<file path="src/sv/bmpup_pkg.sv">
// shared types and constants for the pixel replicate upscaler
package bmpup_pkg;

   localparam int unsigned DEF_MAX_WIDTH = 2048;
   localparam int unsigned DEF_MAX_SCALE = 100;

   localparam int unsigned SCALE_W    = 7;
   localparam int unsigned WIDTH_W    = 12;
   localparam int unsigned HEIGHT_W   = 16;
   localparam int unsigned CSR_DATA_W = 16;
   localparam int unsigned CSR_IDX_W  = 2;
   localparam int unsigned LOAD_COL_W = 12;
   localparam int unsigned EMIT_COL_W = 11;
   localparam int unsigned PIXEL_W    = 24;

   localparam logic [CSR_IDX_W-1:0] CSR_SCALE      = 2'd0;
   localparam logic [CSR_IDX_W-1:0] CSR_SRC_WIDTH  = 2'd1;
   localparam logic [CSR_IDX_W-1:0] CSR_SRC_HEIGHT = 2'd2;

   localparam logic REQ_LOAD = 1'b0;
   localparam logic REQ_PULL = 1'b1;

   typedef logic [PIXEL_W-1:0] pixel_type;

   typedef struct packed {
      logic                  wr_en;
      logic [LOAD_COL_W-1:0] wr_col;
      pixel_type             wr_pixel;
      logic                  rd_en;
      logic [EMIT_COL_W-1:0] rd_col;
   } mem_cmd_type;

   typedef struct packed {
      logic [1:0] pad_after;
      logic       row_end;
      logic       image_end;
   } tag_type;

endpackage

</file>
<file path="src/sv/bmpup_out.sv">
// read-data stage and output register with backpressure
module bmpup_out (
   input  logic                 clock,
   input  logic                 reset,
   input  logic                 tag_valid,
   input  bmpup_pkg::tag_type   tag,
   input  bmpup_pkg::pixel_type rd_data,
   input  logic                 rsp_stall,
   output logic                 req_stall,
   output logic                 rsp_valid,
   output bmpup_pkg::pixel_type rsp_pixel,
   output bmpup_pkg::tag_type   rsp_tag
);

   logic                 s1_valid_ff, s1_valid_in;
   bmpup_pkg::tag_type   s1_tag_ff, s1_tag_in;
   logic                 out_valid_ff, out_valid_in;
   bmpup_pkg::pixel_type out_pixel_ff, out_pixel_in;
   bmpup_pkg::tag_type   out_tag_ff, out_tag_in;
   logic                 s1_adv, s1_move;

   assign s1_adv    = !out_valid_ff || !rsp_stall;
   assign s1_move   = s1_valid_ff && s1_adv;
   assign req_stall = s1_valid_ff && !s1_adv;

   always_comb begin
      s1_valid_in  = tag_valid || (s1_valid_ff && !s1_adv);
      s1_tag_in    = tag_valid ? tag : s1_tag_ff;
      out_valid_in = s1_move || (out_valid_ff && rsp_stall);
      out_pixel_in = s1_move ? rd_data : out_pixel_ff;
      out_tag_in   = s1_move ? s1_tag_ff : out_tag_ff;
   end

   always_ff @(posedge clock) begin
      if (reset) begin
         s1_valid_ff  <= 1'b0;
         out_valid_ff <= 1'b0;
      end else begin
         s1_valid_ff  <= s1_valid_in;
         out_valid_ff <= out_valid_in;
      end
   end

   always_ff @(posedge clock) begin
      s1_tag_ff    <= s1_tag_in;
      out_pixel_ff <= out_pixel_in;
      out_tag_ff   <= out_tag_in;
   end

   assign rsp_valid = out_valid_ff;
   assign rsp_pixel = out_pixel_ff;
   assign rsp_tag   = out_tag_ff;

endmodule

</file>
<file path="config.mk">
export PLATFORM = sky130hd
export DESIGN_NAME = bmpup_out
export DESIGN_NICKNAME = d
export VERILOG_FILES = /design/src/sv/bmpup_pkg.sv /design/src/sv/bmpup_out.sv
export SDC_FILE = /design/constraint.sdc
export NUM_CORES = 1
export LEC_CHECK = 0
export ABC_CLOCK_PERIOD_IN_PS = 7300
export BUFFER_PORTS_ARGS = -buffer_cell sky130_fd_sc_hd__buf_2
export CORE_MARGIN = 5
export CORE_UTILIZATION = 45
export CTS_BUF_LIST = sky130_fd_sc_hd__clkbuf_2 sky130_fd_sc_hd__clkbuf_4 sky130_fd_sc_hd__clkbuf_8
export DETAILED_ROUTE_END_ITERATION = 8
export PLACE_DENSITY_LB_ADDON = 0.15
export SLEW_MARGIN = 20
export SYNTH_ARGS = -nofsm -noshare
export SYNTH_HDL_FRONTEND = slang
export SYNTH_SLANG_ARGS = --single-unit
</file>
<file path="constraint.sdc">
create_clock -name clock -period 7.3 [get_ports clock]
set_clock_uncertainty 0.1 [all_clocks]
set_input_delay 0.365 -clock clock [delete_from_list [all_inputs] [get_ports clock]]
set_output_delay 0.365 -clock clock [all_outputs]
set_load 0.02 [all_outputs]
</file>
After elaboration in Yosys (flattened, before gate mapping)
Index checks and enable logic that the tools add are counted.

Reduce and logical (&&, ||, !) cells: 9.

Operator list (number): 1-bit logical AND (3); 1-bit logical NOT (3); 1-bit logical OR (3).

Output and inout port bits: 30. Register bits after elaboration: 34. Word-level logic and storage cells: 18. Input port bits: 32.

Longest topological paths before layout
Word-level depth: 5. Mapped depth: 2. Gate-level depth less buffers: 2.

Least setup slack after synthesis
OpenSTA, ideal clock, no wires.

Kind: reg2reg. From: register out_valid_ff (netlist: rsp_valid). To: register out_pixel_ff[0] (netlist: rsp_pixel[0]), enable pin. Required time: 6.744 ns. Library setup time: 0.456 ns. Stages on the path, launching flop included: 2. Path buffers: 0. Data arrival time: 2.509 ns. Slack: 4.235 ns. Clock period less this slack: 3.065 ns. Cells stage by stage: dfxtp_1 > a21boi_0.

Longest elaborated chain between the ends: 3.

Ends and longest elaborated chain: start: declaration (RTL line bmpup_out.sv:17) `logic out_valid_ff, out_valid_in;`; start signal: assignment (RTL line bmpup_out.sv:40) `out_valid_ff <= out_valid_in;`; 1-bit logical NOT (RTL line bmpup_out.sv:22) `assign s1_adv = !out_valid_ff || !rsp_stall;`; 1-bit logical OR (RTL line bmpup_out.sv:22); 1-bit logical AND (RTL line bmpup_out.sv:23) `assign s1_move = s1_valid_ff && s1_adv;`; net s1_move (RTL line bmpup_out.sv:20) `logic s1_adv, s1_move;`; end signal: assignment (RTL line bmpup_out.sv:46) `out_pixel_ff <= out_pixel_in;`; end: declaration (RTL line bmpup_out.sv:18) `bmpup_pkg::pixel_type out_pixel_ff, out_pixel_in;`.

The timed path passes the listed nets, and every way through them passes these cells. A chain may end at the register's enable or synchronous reset.

Worst setup path in the final report
From: register out_valid_ff (netlist: rsp_valid). To: output req_stall.

Longest elaborated chain between the ends: 4.

Ends and longest elaborated chain: 1-bit logical NOT (RTL line bmpup_out.sv:22); 1-bit logical OR (RTL line bmpup_out.sv:22); 1-bit logical NOT (RTL line bmpup_out.sv:24) `assign req_stall = s1_valid_ff && !s1_adv;`; 1-bit logical AND (RTL line bmpup_out.sv:24); end: declaration (RTL line bmpup_out.sv:9) `output logic req_stall,`.

Every way passes these cells.

==> out/results.tsv <==
metric	value	unit
status	complete, no violations	
gr-total-overflow	0	
powerDensity	243	nW/um2
post-route-period-util	21.2	%
crit_type	flip-flop to output pin	
max_clock_freq	647	MHz
synthTopCellsByCount	edfxtp_1 (32), dfxtp_1 (2), nor2_1 (2)	
synth.most_common_cell	edfxtp_1	
drtIter0Drc	15	
synthTopCellsByArea	edfxtp_1 (93%), dfxtp_1 (3.9%), a21boi_0 (0.73%)	
slew_headroom	77.8	%
final_layout_size_suffix_gt1_share	64.5	%
slew_violations	0	
min_delay_path_depth	2	
rrSetupSlack	6.01	ns
drc	0	
yosys_register_bits	34	
yosysTopAreaCell	edfxtp_1	
synthDistinctLibCells	7	
async_flop_share	0	%
synth_top_area_share	92.9	%
port_buffers	61	
htreeDepth	2	
r2r_cells	2	
syn_inst	40	
dr.pass1.iters	4	
cts-resized-gates	0	
critPathCaptureType	output pin	
min_path_type	input port to flip-flop	
rsz0062_at_grt	no	
finalHoldViolCount	0	
ys_seq_area_share	96.7	%
maxCapViolCount	0	
drt_wl_total	1.80	mm
worstReg2RegEnd	rsp_pixel[6]$_DFFE_PP_	
cts_inserted_buffers	5	
post_cts_buffers	0	
cp-start-kind	flip-flop	
p_leak	0.614	nW
hold_buffers	0	
ant_nets	0	
cts_tree	done	
cts.clk_slew.worst_paths	0.09	ns
min_from	reset	
rows	17	
min_to	s1_valid_ff$_SDFF_PP0_	
worstMarginPinSlew	0.333	ns
yosys_warnings	0	
ir_drop	0.146	mV
syn_nets	72	
synth.cell_area	1030	um2
area_delta_synth_final	39.2	%
cp.required	6.84	ns
ys_dominant_reg_cell	edfxtp_1	
fin_setup_tns	0	ns
final_cells	138	
vias	614	
fp.dieH	58.0	um
clock_path_buffers	2	
reg2reg_from	s1_valid_ff$_SDFF_PP0_	
die_w	58.0	um
grt_pass1_vias	621	
dieArea	3360	um2
syn_avg_cell_area	25.9	um2
post-route-min-period	1.55	ns
initial_utilization	46.8	%
antenna_found_initial	0	
cts_sinks	34	
wl_per_cell	13.1	um
io-pin-count	62	
grt_usage	11.1	%
setup_viol	0	
antenna_cells	0	
critPathMaxFanout	5	
fin_nets	141	
grt_pass1_wl	2.60	mm
gp_congestion	0.654	
core	2210	um2
cp.arrival	1.08	ns
synth_edf_count	32	
via_per_inst	4.45	
clkLatencyLatePin	0.32	ns
grt_max_degree	29	
dp.cells	130	
root_buffer	clkbuf_4	
[kinds of logic (layout without fill, tap and decap cells)]
kind of cell,count (synthesis),after routing,share of synthesized area [%]
AND/OR/NAND/NOR,3,3,1.45
AO/OA/AOI/OAI,3,3,1.81
buffers and inverters,0,70,0
flip-flops,34,34,96.7
[state kept, by name, summed over array words and instances, names as in the netlist]
| register | cells |
|---|---|
| rsp_pixel | 24 |
| rsp_tag | 4 |
| rsp_valid | 1 |
| s1_tag_ff | 4 |
| s1_valid_ff | 1 |
[layout make-up]
| type | count | area [um2] |
|---|---|---|
| multi-input cells | 6 | 37.5 |
| clock buffers | 6 | 45.0 |
| flip-flops and latches | 34 | 1000 |
| fillers | 171 | 772 |
| repair buffers | 62 | 313 |
| clock inverters | 2 | 8.76 |
| well taps | 28 | 35.0 |
[where the power goes]
group | switching, mW | internal (mW)
Clock | 0.0532 | 0.0398
Sequential | 0.00262 | 0.225
Combinational | 0.0180 | 0.0115
Total | 0.0738 | 0.276
[stage by stage]
stage	worst slack [ns]	hold slack [ns]	utilization [%]	power [mW]	cell area (um2)
floorplan	4.24	0.300	-	0.245	1030
global placement	5.94	0.303	62.7	0.261	1390
detailed placement	5.92	0.305	62.7	0.262	1390
CTS	5.73	0.0854	65.1	0.356	1440
global route	5.66	0.0769	65.1	0.366	1440
finish	5.75	0.110	65.1	0.350	1440
[cells in the final DEF, fill, tap and decap left out]
cell,n
a21oi_1,1
buf_2,61
and3_2,1
a21boi_2,1
nor2_1,2
clkinv_2,1
buf_4,1
dfxtp_1,2
a31oi_1,1
clkbuf_4,6
clkinv_1,1
edfxtp_1,32
[critical path, cell delays in order (launching register included)]
cell     delay [ns]
dfxtp_1        0.41
and3_2         0.19
buf_2          0.16
[routing by layer]
layer | track usage, % | share of wire (%) | vias to the layer above
li1 | - | - | 297
met1 | 9.38 | 31 | 273
met2 | 19.4 | 52 | 42
met3 | 6.46 | 16 | 2
met4 | 6.95 | 1.1 | 0
met5 | 0 | 0 | -
[how the worst max path moves through the flow]
stage                                    to                 start  cells past startpoint
finish                            req_stall  rsp_valid$_SDFF_PP0_                      2
global route                      req_stall  rsp_valid$_SDFF_PP0_                      2
CTS                               req_stall  rsp_valid$_SDFF_PP0_                      2
detailed placement  rsp_pixel[17]$_DFFE_PP_             rsp_stall                      3
global placement    rsp_pixel[14]$_DFFE_PP_             rsp_stall                      3
floorplan            rsp_pixel[0]$_DFFE_PP_  rsp_valid$_SDFF_PP0_                      1
Note: power is estimated with default switching activity, not from simulation.
