===== src/sv/bmpup_pkg.sv =====
// shared types and constants for the pixel replicate upscaler
package bmpup_pkg;

   localparam int unsigned DEF_MAX_WIDTH = 2048;
   localparam int unsigned DEF_MAX_SCALE = 100;

   localparam int unsigned SCALE_W    = 7;
   localparam int unsigned WIDTH_W    = 12;
   localparam int unsigned HEIGHT_W   = 16;
   localparam int unsigned CSR_DATA_W = 16;
   localparam int unsigned CSR_IDX_W  = 2;
   localparam int unsigned LOAD_COL_W = 12;
   localparam int unsigned EMIT_COL_W = 11;
   localparam int unsigned PIXEL_W    = 24;

   localparam logic [CSR_IDX_W-1:0] CSR_SCALE      = 2'd0;
   localparam logic [CSR_IDX_W-1:0] CSR_SRC_WIDTH  = 2'd1;
   localparam logic [CSR_IDX_W-1:0] CSR_SRC_HEIGHT = 2'd2;

   localparam logic REQ_LOAD = 1'b0;
   localparam logic REQ_PULL = 1'b1;

   typedef logic [PIXEL_W-1:0] pixel_type;

   typedef struct packed {
      logic                  wr_en;
      logic [LOAD_COL_W-1:0] wr_col;
      pixel_type             wr_pixel;
      logic                  rd_en;
      logic [EMIT_COL_W-1:0] rd_col;
   } mem_cmd_type;

   typedef struct packed {
      logic [1:0] pad_after;
      logic       row_end;
      logic       image_end;
   } tag_type;

endpackage


===== src/sv/bmpup_ctrl.sv =====
// configuration registers and row/column sequencing counters
module bmpup_ctrl #(
   parameter int unsigned MAX_WIDTH = bmpup_pkg::DEF_MAX_WIDTH,
   parameter int unsigned MAX_SCALE = bmpup_pkg::DEF_MAX_SCALE
) (
   input  logic                                  clock,
   input  logic                                  reset,
   input  logic                                  csr_write_en,
   input  logic [bmpup_pkg::CSR_IDX_W-1:0]       csr_index,
   input  logic [bmpup_pkg::CSR_DATA_W-1:0]      csr_write_data,
   input  logic                                  accept,
   input  logic                                  req_type,
   input  bmpup_pkg::pixel_type                  req_pixel,
   output bmpup_pkg::mem_cmd_type                mem_cmd,
   output logic                                  tag_valid,
   output bmpup_pkg::tag_type                    tag
);

   logic [bmpup_pkg::SCALE_W-1:0]    scale_ff, scale_in;
   logic [bmpup_pkg::WIDTH_W-1:0]    width_ff, width_in;
   logic [bmpup_pkg::HEIGHT_W-1:0]   height_ff, height_in;
   logic [bmpup_pkg::LOAD_COL_W-1:0] load_col_ff, load_col_in;
   logic                             row_ready_ff, row_ready_in;
   logic [bmpup_pkg::EMIT_COL_W-1:0] emit_col_ff, emit_col_in;
   logic [bmpup_pkg::SCALE_W-1:0]    across_ff, across_in;
   logic [bmpup_pkg::SCALE_W-1:0]    down_ff, down_in;
   logic [bmpup_pkg::HEIGHT_W-1:0]   src_row_ff, src_row_in;

   logic [bmpup_pkg::SCALE_W-1:0]    eff_scale;
   logic [bmpup_pkg::WIDTH_W-1:0]    eff_width;
   logic [bmpup_pkg::HEIGHT_W-1:0]   eff_height;
   logic [bmpup_pkg::LOAD_COL_W-1:0] lc_inc;
   logic [bmpup_pkg::EMIT_COL_W-1:0] ec_inc;
   logic [bmpup_pkg::SCALE_W-1:0]    ar_inc, dr_inc;
   logic [bmpup_pkg::HEIGHT_W-1:0]   sr_inc;
   logic                             image_done;
   logic                             do_load, do_pull;

   always_comb begin
      eff_scale = (32'(scale_ff) > MAX_SCALE) ? bmpup_pkg::SCALE_W'(MAX_SCALE) : scale_ff;
      if (width_ff == '0) begin
         eff_width = bmpup_pkg::WIDTH_W'(1);
      end else if (32'(width_ff) > MAX_WIDTH) begin
         eff_width = bmpup_pkg::WIDTH_W'(MAX_WIDTH);
      end else begin
         eff_width = width_ff;
      end
      eff_height = (height_ff == '0) ? bmpup_pkg::HEIGHT_W'(1) : height_ff;
   end

   assign do_load = accept && (req_type == bmpup_pkg::REQ_LOAD) && !row_ready_ff;
   assign do_pull = accept && (req_type == bmpup_pkg::REQ_PULL) && row_ready_ff;

   assign lc_inc     = load_col_ff + 1'b1;
   assign ec_inc     = emit_col_ff + 1'b1;
   assign ar_inc     = across_ff + 1'b1;
   assign dr_inc     = down_ff + 1'b1;
   assign sr_inc     = src_row_ff + 1'b1;
   assign image_done = (sr_inc >= eff_height) || (sr_inc == '0);

   always_comb begin
      scale_in     = scale_ff;
      width_in     = width_ff;
      height_in    = height_ff;
      load_col_in  = load_col_ff;
      row_ready_in = row_ready_ff;
      emit_col_in  = emit_col_ff;
      across_in    = across_ff;
      down_in      = down_ff;
      src_row_in   = src_row_ff;
      tag          = '0;

      if (csr_write_en) begin
         case (csr_index)
            bmpup_pkg::CSR_SCALE:      scale_in  = csr_write_data[bmpup_pkg::SCALE_W-1:0];
            bmpup_pkg::CSR_SRC_WIDTH:  width_in  = csr_write_data[bmpup_pkg::WIDTH_W-1:0];
            bmpup_pkg::CSR_SRC_HEIGHT: height_in = csr_write_data[bmpup_pkg::HEIGHT_W-1:0];
            default: ;
         endcase
      end

      if (do_load) begin
         load_col_in = lc_inc;
         if ((lc_inc >= eff_width) || (lc_inc == '0)) begin
            load_col_in = '0;
            if (eff_scale == '0) begin
               emit_col_in = '0;
               across_in   = '0;
               down_in     = '0;
               src_row_in  = image_done ? '0 : sr_inc;
            end else begin
               row_ready_in = 1'b1;
            end
         end
      end

      if (do_pull) begin
         across_in = ar_inc;
         if ((ar_inc >= eff_scale) || (ar_inc == '0)) begin
            across_in   = '0;
            emit_col_in = ec_inc;
            if ((bmpup_pkg::WIDTH_W'(ec_inc) >= eff_width) || (ec_inc == '0)) begin
               tag.row_end   = 1'b1;
               tag.pad_after = 2'(eff_width[1:0] * eff_scale[1:0]);
               emit_col_in   = '0;
               down_in       = dr_inc;
               if ((dr_inc >= eff_scale) || (dr_inc == '0)) begin
                  row_ready_in  = 1'b0;
                  load_col_in   = '0;
                  down_in       = '0;
                  src_row_in    = image_done ? '0 : sr_inc;
                  tag.image_end = image_done;
               end
            end
         end
      end
   end

   always_comb begin
      mem_cmd.wr_en    = do_load;
      mem_cmd.wr_col   = load_col_ff;
      mem_cmd.wr_pixel = req_pixel;
      mem_cmd.rd_en    = do_pull;
      mem_cmd.rd_col   = emit_col_ff;
   end

   assign tag_valid = do_pull;

   always_ff @(posedge clock) begin
      if (reset) begin
         scale_ff     <= bmpup_pkg::SCALE_W'(1);
         width_ff     <= bmpup_pkg::WIDTH_W'(1);
         height_ff    <= bmpup_pkg::HEIGHT_W'(1);
         load_col_ff  <= '0;
         row_ready_ff <= 1'b0;
         emit_col_ff  <= '0;
         across_ff    <= '0;
         down_ff      <= '0;
         src_row_ff   <= '0;
      end else begin
         scale_ff     <= scale_in;
         width_ff     <= width_in;
         height_ff    <= height_in;
         load_col_ff  <= load_col_in;
         row_ready_ff <= row_ready_in;
         emit_col_ff  <= emit_col_in;
         across_ff    <= across_in;
         down_ff      <= down_in;
         src_row_ff   <= src_row_in;
      end
   end

   a_no_rw_overlap: assert property (@(posedge clock) disable iff (reset)
      !(mem_cmd.wr_en && mem_cmd.rd_en))
      else $error("line buffer written and read by one transfer");

   a_pull_needs_row: assert property (@(posedge clock) disable iff (reset)
      tag_valid |-> row_ready_ff)
      else $error("pixel issued with no row stored");

endmodule


===== config.mk =====
export PLATFORM = sky130hd
export DESIGN_NAME = bmpup_ctrl
export DESIGN_NICKNAME = d
export VERILOG_FILES = /design/src/sv/bmpup_pkg.sv /design/src/sv/bmpup_ctrl.sv
export SDC_FILE = /design/constraint.sdc
export NUM_CORES = 1
export LEC_CHECK = 0
export BUFFER_PORTS_ARGS = -buffer_cell sky130_fd_sc_hd__buf_2
export CAP_MARGIN = 20
export CORE_MARGIN = 2
export CORE_UTILIZATION = 58
export CTS_CLUSTER_DIAMETER = 60
export DETAILED_ROUTE_END_ITERATION = 8
export GPL_TIMING_DRIVEN = 0
export PLACE_DENSITY = 0.89
export SKIP_CTS_REPAIR_TIMING = 1
export SLEW_MARGIN = 20
export SYNTH_ARGS = -nofsm -noshare
export SYNTH_HDL_FRONTEND = slang
export SYNTH_SLANG_ARGS = --single-unit

===== constraint.sdc =====
create_clock -name clock -period 4.58 [get_ports clock]
set_input_delay 0.687 -clock clock [delete_from_list [all_inputs] [get_ports clock]]
set_output_delay 0.687 -clock clock [all_outputs]
set_load 0.1 [all_outputs]

Word level (Yosys, flattened, before mapping)
Index checks and enable logic that the tools add are counted.
{ "word_totals": {"reg_bits": 89, "input_bits": 47, "word_cells": 98} }
{ "classes": {"addsub": 5, "multipliers": 1, "magnitude_cmp": 7, "eq_ne": 2, "muxes": 47, "bitwise": 1, "n_reduce_logical": 26} }
{ "ops": {"columns": ["operator", "n"], "rows": [
  ["16-bit 2-to-1 mux", 9],
  ["12-bit 2-to-1 mux", 8],
  ["7-bit 2-to-1 mux", 13],
  ["11-bit 2-to-1 mux", 6],
  ["16-bit zero test", 2],
  ["12-bit zero test", 2],
  ["7-bit zero test", 3],
  ["16-bit by 1-bit adder with 16-bit output (second input constant)", 1],
  ["16-bit greater-or-equal comparator", 1],
  ["7-bit by 1-bit adder with 7-bit output (second input constant)", 2],
  ["7-bit greater-or-equal comparator", 2],
  ["12-bit by 1-bit adder with 12-bit output (second input constant)", 1],
  ["11-bit by 12-bit greater-or-equal comparator with 1-bit output", 1],
  ["12-bit greater-or-equal comparator", 1],
  ["12-bit greater-than comparator (second input constant)", 1],
  ["4-bit 2-to-1 mux", 3],
  ["11-bit by 1-bit adder with 11-bit output (second input constant)", 1],
  ["11-bit zero test", 1],
  ["1-bit 2-to-1 mux", 8],
  ["7-bit greater-than comparator (second input constant)", 1],
  ["2-bit AND reduction", 3],
  ["2-bit nonzero test", 3],
  ["1-bit logical OR", 5],
  ["1-bit logical AND", 4],
  ["7 further kinds", 7]
]} }

Logic depth before layout (Yosys ltp)
Gate-level depths: netlist of run 1.
{ "logic_depth": {"word_depth": 12, "depth_mapped": 18} }

Worst setup path after synthesis of run 1
No wires, ideal clock.
{ "synth_path": {"path_type": "register to output", "startpoint": "register emit_col_ff[0] in the netlist's numbering", "endpoint": "output tag[0] in the netlist's numbering", "arrival_ps": 4887, "path_slack_ps": -994, "stages_incl_launch_ff": 16, "path_cell_list": "dfxtp_1 ha_1 and2_1 and3_4 buf_6 nand3_1 xnor2_1 ha_1 o211ai_1 nor2_1 o21ai_0 o22a_1 a21bo_2 clkinv_4 and2_1 nor2b_1"} }
{ "synth_rtl": {"columns": ["element", "line_no", "rtl"], "rows": [
  ["from (decl)", "bmpup_ctrl.sv:24", "logic [bmpup_pkg::EMIT_COL_W-1:0] emit_col_ff, emit_col_in;"],
  ["from (signal assigned)", "bmpup_ctrl.sv:146", "emit_col_ff <= emit_col_in;"],
  ["to (decl)", "bmpup_ctrl.sv:16", "output bmpup_pkg::tag_type tag"]
]} }

==> impl_metrics.csv, run 1 <==
group,metric,value,unit
synthesis,post-synth-top-area-fraction,29.1,%
detailed_routing,drtPass1Iterations,5,
sta,setup-tns-final,0,ns
setup_path,critical_path.endpoint_type,"output pin",
setup_path,timing.critical_path.cells,"ha_2, nand3_1, nor4_1, xnor2_1, inv_1, ha_1, nand4_1, nor4_2, o21a_1, a311oi_1, o21ai_2, nor2_4, buf_4, nor2b_4, buf_4",
synthesis,seq_area_frac_synth,29.1,%
setup_path,critical_path.slowest_cell,"sky130_fd_sc_hd__dfxtp_1",
placed_design,postPlaceCellArea,6690,sq um
clock_network,tritoncts,"built",
die,pin_count,101,
die,std_cell_rows,37,
grt,first_pass_grt_wire_length,25800,um
placed_design,io_buffer_count,75,
sta,fin_ws,0.114,ns
synthesis,synth_top_area_cell,"sky130_fd_sc_hd__dfxtp_1",
final_layout,final_area,6980,sq um
clock_network,cts.sinks,89,
detailed_routing,antenna_violating_nets_post_route,0,
detailed_routing,detail_route.iter0.violations,375,
sta,fin_crit,4.47,ns
pwr,power.ir.vdd_worst,0.000143,V
synthesis,postSynth.asyncResetShare,0,%
final_layout,design.final.nets,993,
sta,setup_viol,0,
die,floorplan.initialDensity,59.6,%
sta,slew-limit-headroom,46.5,%
synthesis,synth_edf_count,0,
setup_path,crit-reg2reg-launch,"load_col_ff[0]$_SDFF_PP0_",
detailed_routing,via_count,6164,
clock_network,max-clock-path-buffers,2,
die,die_width,107,um
clock_network,root_buffer,"sky130_fd_sc_hd__clkbuf_8",
grt,grt_overflow_total,0,
outcome,run_status,"finished clean",
sta,final_max_slew_viol_count,0,
pwr,static-leakage-power,2.94,nW
placed_design,placement.setup.worst_slack,-0.129,ns
die,fp.coreArea,10300,sq um
setup_path,worstReg2RegEnd,"across_ff[4]$_SDFFE_PP0P_",
grt,grt_pass1_vias,5575,
synthesis,synth_ff_type,"sky130_fd_sc_hd__dfxtp_1",
sta,clock-skew-final,0.0116,ns
sta,tightestPinTransition,0.803,ns
synthesis,synth_area_per_cell,7.64,sq um
setup_path,crit_path_frequent_cell,"sky130_fd_sc_hd__buf_4",
synthesis,synthesis.instances,802,
sta,timing.final.crit_share,97.5,%
run,max_cap_violations,0,
detailed_routing,final_routed_wirelength_across_all_metal_layers,15800,um
final_layout,num_antenna_cells,0,
setup_path,worst_ep_required_time,3.89,ns
sta,final_hold_viol_count,0,
placed_design,gpl.final_weighted_congestion,0.912,
die,die_height,107,um
synthesis,ys_warnings,0,
synthesis,netlist_top_cells_count,"sky130_fd_sc_hd__nand2_1, sky130_fd_sc_hd__dfxtp_1, sky130_fd_sc_hd__a21oi_1",
setup_path,cp_data_arrival_time,3.78,ns
setup_path,worst_r2r_path_depth,14,
sta,timing.hold.ws,0.475,ns
setup_path,setup.reg_to_reg.worst_slack,0.68,ns
clock_network,clk_transition_reported_paths,0.09,ns
setup_path,setup.worst_path.start_class,"flop",
final_layout,fin_util,67.9,%
final_layout,area_delta_synth_final,13.9,%
sta,highest_clock_rate,224,MHz
grt,pin_count_of_the_biggest_net_entering_global_routing,15,
setup_path,setup.worst_path.start,"src_row_ff[0]$_SDFF_PP0_",
clock_network,numCtsBuffers,9,
setup_path,setup.worst_path.class,"reg2out",
setup_path,critPathMaxStageDelay,0.46,ns
synthesis,netlist-cell-type-count,56,
worst_hold_path,hold_path_startpoint,"height_ff[3]$_SDFFE_PP0P_",
setup_path,worstSetupEndpoint,"tag[0]",
synthesis,syn_nets,907,
grt,globalRouteTotalUtil,28.0,%
final_layout,fillerInstances,912,
synthesis,top_post_synthesis_cells_by_area,"sky130_fd_sc_hd__dfxtp_1, sky130_fd_sc_hd__ha_1, sky130_fd_sc_hd__nand2_1",
pwr,pwr_density_cell,244,nW/um^2
synthesis,synth.ff_latch_count,89,
placed_design,post-dp-hpwl,12000,um
synthesis,mapped_area,6130,sq um
grt,antenna_found_initial,0,
clock_network,clock_latency,0.38,ns
worst_hold_path,hold_path.class,"reg2reg",
detailed_routing,post_drt_via_cell_ratio,5.99,
detailed_routing,wire_per_inst,15.4,um
synthesis,yosys.cell_count.top_type,"sky130_fd_sc_hd__nand2_1",
clock_network,cts.htree.levels,3,
die,fp.dieArea,11400,sq um
setup_path,critical_path_peak_fanout,10,
final_layout,post_route_cells_drive_above_1_share,17.9,%
detailed_routing,drc,0,
==> how the worst min path moves through the flow <==
| stage | to | slack (ns) | depth (start not counted) |
|---|---|---|---|
| 2_1_floorplan | width_ff[0]$_SDFFE_PP1P_ | 0.44 | 2 |
| 3_3_place_gp | height_ff[0]$_SDFFE_PP1P_ | 0.45 | 2 |
| 3_5_place_dp | src_row_ff[15]$_SDFF_PP0_ | 0.47 | 2 |
| 4_1_cts | height_ff[3]$_SDFFE_PP0P_ | 0.48 | 2 |
| 5_1_grt | src_row_ff[15]$_SDFF_PP0_ | 0.49 | 2 |
| 6_report | height_ff[3]$_SDFFE_PP0P_ | 0.48 | 2 |
==> critical path, delay by kind of cell (launching register included) <==
family / cells / cell delay [ns]
compound gates: 3 / 0.67
xor+xnor: 1 / 0.22
fa+ha+maj: 2 / 0.60
buf+inv: 3 / 0.52
flops: 1 / 0.46
simple gates: 6 / 0.93
==> metrics by stage <==
stage	instances	power [mW]
final	1029	1.70
after global routing	1029	1.76
after CTS	1029	1.69
after detailed placement	1013	1.13
after global placement	1013	1.12
after floorplan	802	1.05
==> cell families after synthesis <==
kind of cell	count (synthesis)	synth area share (%)
xor+xnor	48	6.86
fa+ha+maj	58	11.8
simple gates	315	24.2
compound gates	180	18.4
mux	6	0.980
flops	89	29.1
buf+inv	106	8.68
==> cell usage in the layout, fill, tap and decap left out, types with 6 or more instances in the layout <==
cell type | netlist | final
sky130_fd_sc_hd__a21o_1 | 7 | 7
sky130_fd_sc_hd__a21oi_1 | 77 | 77
sky130_fd_sc_hd__a22oi_1 | 14 | 14
sky130_fd_sc_hd__a31oi_1 | 7 | 7
sky130_fd_sc_hd__buf_2 | 7 | 81
sky130_fd_sc_hd__buf_4 | 26 | 30
sky130_fd_sc_hd__clkbuf_1 | 27 | 25
sky130_fd_sc_hd__clkbuf_8 | 0 | 11
sky130_fd_sc_hd__dfxtp_1 | 89 | 85
sky130_fd_sc_hd__ha_1 | 58 | 56
sky130_fd_sc_hd__inv_1 | 39 | 39
sky130_fd_sc_hd__mux2i_1 | 6 | 6
sky130_fd_sc_hd__nand2_1 | 108 | 108
sky130_fd_sc_hd__nand3_1 | 37 | 36
sky130_fd_sc_hd__nand3b_1 | 7 | 7
sky130_fd_sc_hd__nand4_1 | 12 | 12
sky130_fd_sc_hd__nor2_1 | 75 | 73
sky130_fd_sc_hd__nor2b_1 | 9 | 8
sky130_fd_sc_hd__nor3_1 | 12 | 11
sky130_fd_sc_hd__nor4_1 | 14 | 10
sky130_fd_sc_hd__o21ai_0 | 33 | 32
sky130_fd_sc_hd__o32ai_1 | 6 | 6
sky130_fd_sc_hd__or3_1 | 16 | 16
sky130_fd_sc_hd__xnor2_1 | 30 | 28
sky130_fd_sc_hd__xor2_1 | 18 | 18
==> per-layer routing <==
metal  vias up  share of wire [%]  global-route usage, %
met5         -                  0                      0
met4         0                2.5                   11.0
met3        46                8.8                   5.47
met2       292                 46                   43.9
met1      2852                 43                   38.0
li1       2974                  -                      -
==> flip-flops by register name (all words and copies together) (netlist names) <==
register	flops
height_ff	16
src_row_ff	16
load_col_ff	12
width_ff	12
emit_col_ff	11
across_ff	7
down_ff	7
scale_ff	7
row_ready_ff	1
==> power breakdown <==
group	switching (mW)	total, mW	internal (mW)
clock	0.298	0.581	0.283
combinational	0.233	0.321	0.0881
sequential	0.0125	0.799	0.786
total	0.544	1.70	1.16
==> final cells by class <==
type                            count  area (sq um)  share of cell area, %
Multi-Input combinational cell    607          3900                   55.8
Sequential cell                    89          1790                   25.6
Timing Repair Buffer               77           393                   5.63
Buffer                             64           373                   5.34
Tap cell                          136           170                   2.44
Clock buffer                       12           155                   2.22
Inverter                           40           155                   2.22
Clock inverter                      4          51.3                  0.735
(Power assumes the default switching activity.)
==> run 2: changes to the inputs <==
--- a/config.mk
+++ b/config.mk
@@ -5,7 +5,7 @@
 export SDC_FILE = /design/constraint.sdc
 export NUM_CORES = 1
 export LEC_CHECK = 0
-export BUFFER_PORTS_ARGS = -buffer_cell sky130_fd_sc_hd__buf_2
+export BUFFER_PORTS_ARGS = -buffer_cell sky130_fd_sc_hd__buf_4
 export CAP_MARGIN = 20
 export CORE_MARGIN = 2
 export CORE_UTILIZATION = 58
==> run 2 against run 1 <==
Compared with the run above:
- routed wire length is 0.33% lower
- cell count hardly changed
- hold slack better by 0.0065 ns
- clock power decreased by 3.4%
- combinational power increased by 3%
- critical endpoint unchanged
- sequential share of layout area down 0.60 points
==> impl_metrics.csv, run 2 (synthesis results as in run 1) <==
group,metric,value,unit
outcome,run_status,"finished clean",
pwr,power_frac_seq,47.2,%
die,fp.coreArea,10300,sq um
pwr,power.ir.vdd_worst,0.000149,V
setup_path,cp_data_arrival_time,3.85,ns
sta,fin_ws,0.0449,ns
clock_network,cts.sinks,89,
final_layout,num_antenna_cells,0,
sta,setup_viol,0,
run,max_cap_violations,0,
detailed_routing,antenna_violating_nets_post_route,0,
detailed_routing,drtPass1Iterations,5,
clock_network,root_buffer,"sky130_fd_sc_hd__clkbuf_8",
die,die_width,107,um
final_layout,layout_common_cells,"sky130_fd_sc_hd__nand2_1, sky130_fd_sc_hd__buf_4, sky130_fd_sc_hd__dfxtp_1",
clock_network,clock_latency,0.38,ns
grt,grt_overflow_total,0,
setup_path,critical_path_peak_fanout,10,
setup_path,setup.worst_path.start_class,"flop",
pwr,share_comb_of_total_power,19.6,%
pwr,static-leakage-power,2.97,nW
placed_design,postPlaceCellArea,6870,sq um
pwr,switchingPower,540,uW
die,std_cell_rows,37,
die,die_height,107,um
sta,timing.final.crit_share,99.0,%
final_layout,mostFrequentLayoutCell,"sky130_fd_sc_hd__nand2_1",
clock_network,cts.htree.levels,3,
final_layout,area_delta_synth_final,16.6,%
grt,grt_pass1_vias,5459,
placed_design,post-dp-hpwl,11700,um
clock_network,numCtsBuffers,9,
grt,pin_count_of_the_biggest_net_entering_global_routing,15,
detailed_routing,drc,0,
clock_network,clk_transition_reported_paths,0.09,ns
die,floorplan.initialDensity,59.6,%
sta,timing.hold.ws,0.482,ns
final_layout,final_area,7150,sq um
detailed_routing,detail_route.iter0.violations,430,
sta,clock-skew-final,0.0122,ns
setup_path,setup.worst_path.class,"reg2out",
sta,slew-limit-headroom,51.8,%
die,pin_count,101,
grt,antenna_found_initial,0,
sta,setup-tns-final,0,ns
sta,fin_crit,4.54,ns
sta,final_hold_viol_count,0,
clock_network,max-clock-path-buffers,2,
final_layout,post_route_cells_drive_above_1_share,17.7,%
detailed_routing,via_count,6040,
pwr,pwr_density_cell,237,nW/um^2
die,fp.dieArea,11400,sq um
final_layout,fillerInstances,866,
pwr,p_sw_share,31.9,%
final_layout,fin_util,69.5,%
detailed_routing,post_drt_via_cell_ratio,5.88,
detailed_routing,final_routed_wirelength_across_all_metal_layers,15800,um
detailed_routing,wire_per_inst,15.3,um
clock_network,tritoncts,"built",
pwr,relative_contribution_of_the_clock_network_to_total_power,33.2,%
pwr,internal_power,1.15,mW
setup_path,worst_ep_required_time,3.89,ns
final_layout,design.final.nets,992,
placed_design,placement.setup.worst_slack,-0.00271,ns
final_layout,layout_top_registers,"height_ff: 16 flops, src_row_ff: 16 flops",
setup_path,critical_path.endpoint_type,"output pin",
placed_design,io_buffer_count,75,
sta,final_max_slew_viol_count,0,
grt,globalRouteTotalUtil,27.8,%
placed_design,gpl.final_weighted_congestion,0.938,
grt,first_pass_grt_wire_length,25600,um
worst_hold_path,hold_path.class,"reg2reg",
sta,tightestPinTransition,0.723,ns
sta,highest_clock_rate,221,MHz
[run 2: path summary, 6_finish.rpt]
check	start	endpoint	slack, ns	cells past startpoint
hold reg to reg	width_ff[3]$_SDFFE_PP0P_	width_ff[3]$_SDFFE_PP0P_	0.48	2
setup / recovery	src_row_ff[7]$_SDFF_PP0_	tag[0]	0.04	15
setup reg to reg	load_col_ff[0]$_SDFF_PP0_	across_ff[5]$_SDFFE_PP0P_	0.64	14
hold / removal	width_ff[3]$_SDFFE_PP0P_	width_ff[3]$_SDFFE_PP0P_	0.48	2
[run 2: cell type report]
type | count | area (sq um) | share of cell area [%]
multi-input cells | 607 | 3900 | 54.5
flip-flops and latches | 89 | 1790 | 25.0
repair buffers | 76 | 571 | 7.98
plain buffers | 64 | 373 | 5.22
well taps | 136 | 170 | 2.38
inverters | 40 | 155 | 2.17
clock buffers | 11 | 141 | 1.98
clock inverters | 5 | 55.1 | 0.770
[run 2: routing by layer]
metal,global-route usage [%],wire length [um],up-vias
met5,0,0,-
met3,4.50,1140,22
met4,9.46,248,0
met1,37.3,6950,2798
li1,-,-,2973
met2,45.5,7420,247
[run 2: power by group through the flow]
| stage | clock [mW] | sequential [mW] | combinational [mW] |
|---|---|---|---|
| floorplan | 0 | 0.821 | 0.234 |
| global placement | 0 | 0.816 | 0.316 |
| detailed placement | 0 | 0.817 | 0.321 |
| CTS | 0.564 | 0.799 | 0.322 |
| global route | 0.596 | 0.801 | 0.353 |
| finish | 0.561 | 0.800 | 0.332 |
[run 2: stage by stage]
stage	power [mW]	instances
finish	1.69	1028
global route	1.75	1028
CTS	1.69	1029
detailed placement	1.14	1013
global placement	1.13	1013
floorplan	1.05	802
[run 2: worst max-delay path: stages (launching register included)]
cell	delay, ns
sky130_fd_sc_hd__dfxtp_1	0.44
sky130_fd_sc_hd__nand4_1	0.26
sky130_fd_sc_hd__buf_4	0.24
sky130_fd_sc_hd__nor4_2	0.32
sky130_fd_sc_hd__xnor2_1	0.20
sky130_fd_sc_hd__inv_1	0.09
sky130_fd_sc_hd__ha_1	0.32
sky130_fd_sc_hd__nand2_1	0.09
sky130_fd_sc_hd__nor4_2	0.06
sky130_fd_sc_hd__o21a_1	0.10
sky130_fd_sc_hd__a311oi_1	0.40
sky130_fd_sc_hd__o21ai_2	0.19
sky130_fd_sc_hd__nor2_2	0.21
sky130_fd_sc_hd__clkbuf_4	0.27
sky130_fd_sc_hd__nor2b_4	0.05
sky130_fd_sc_hd__buf_4	0.23
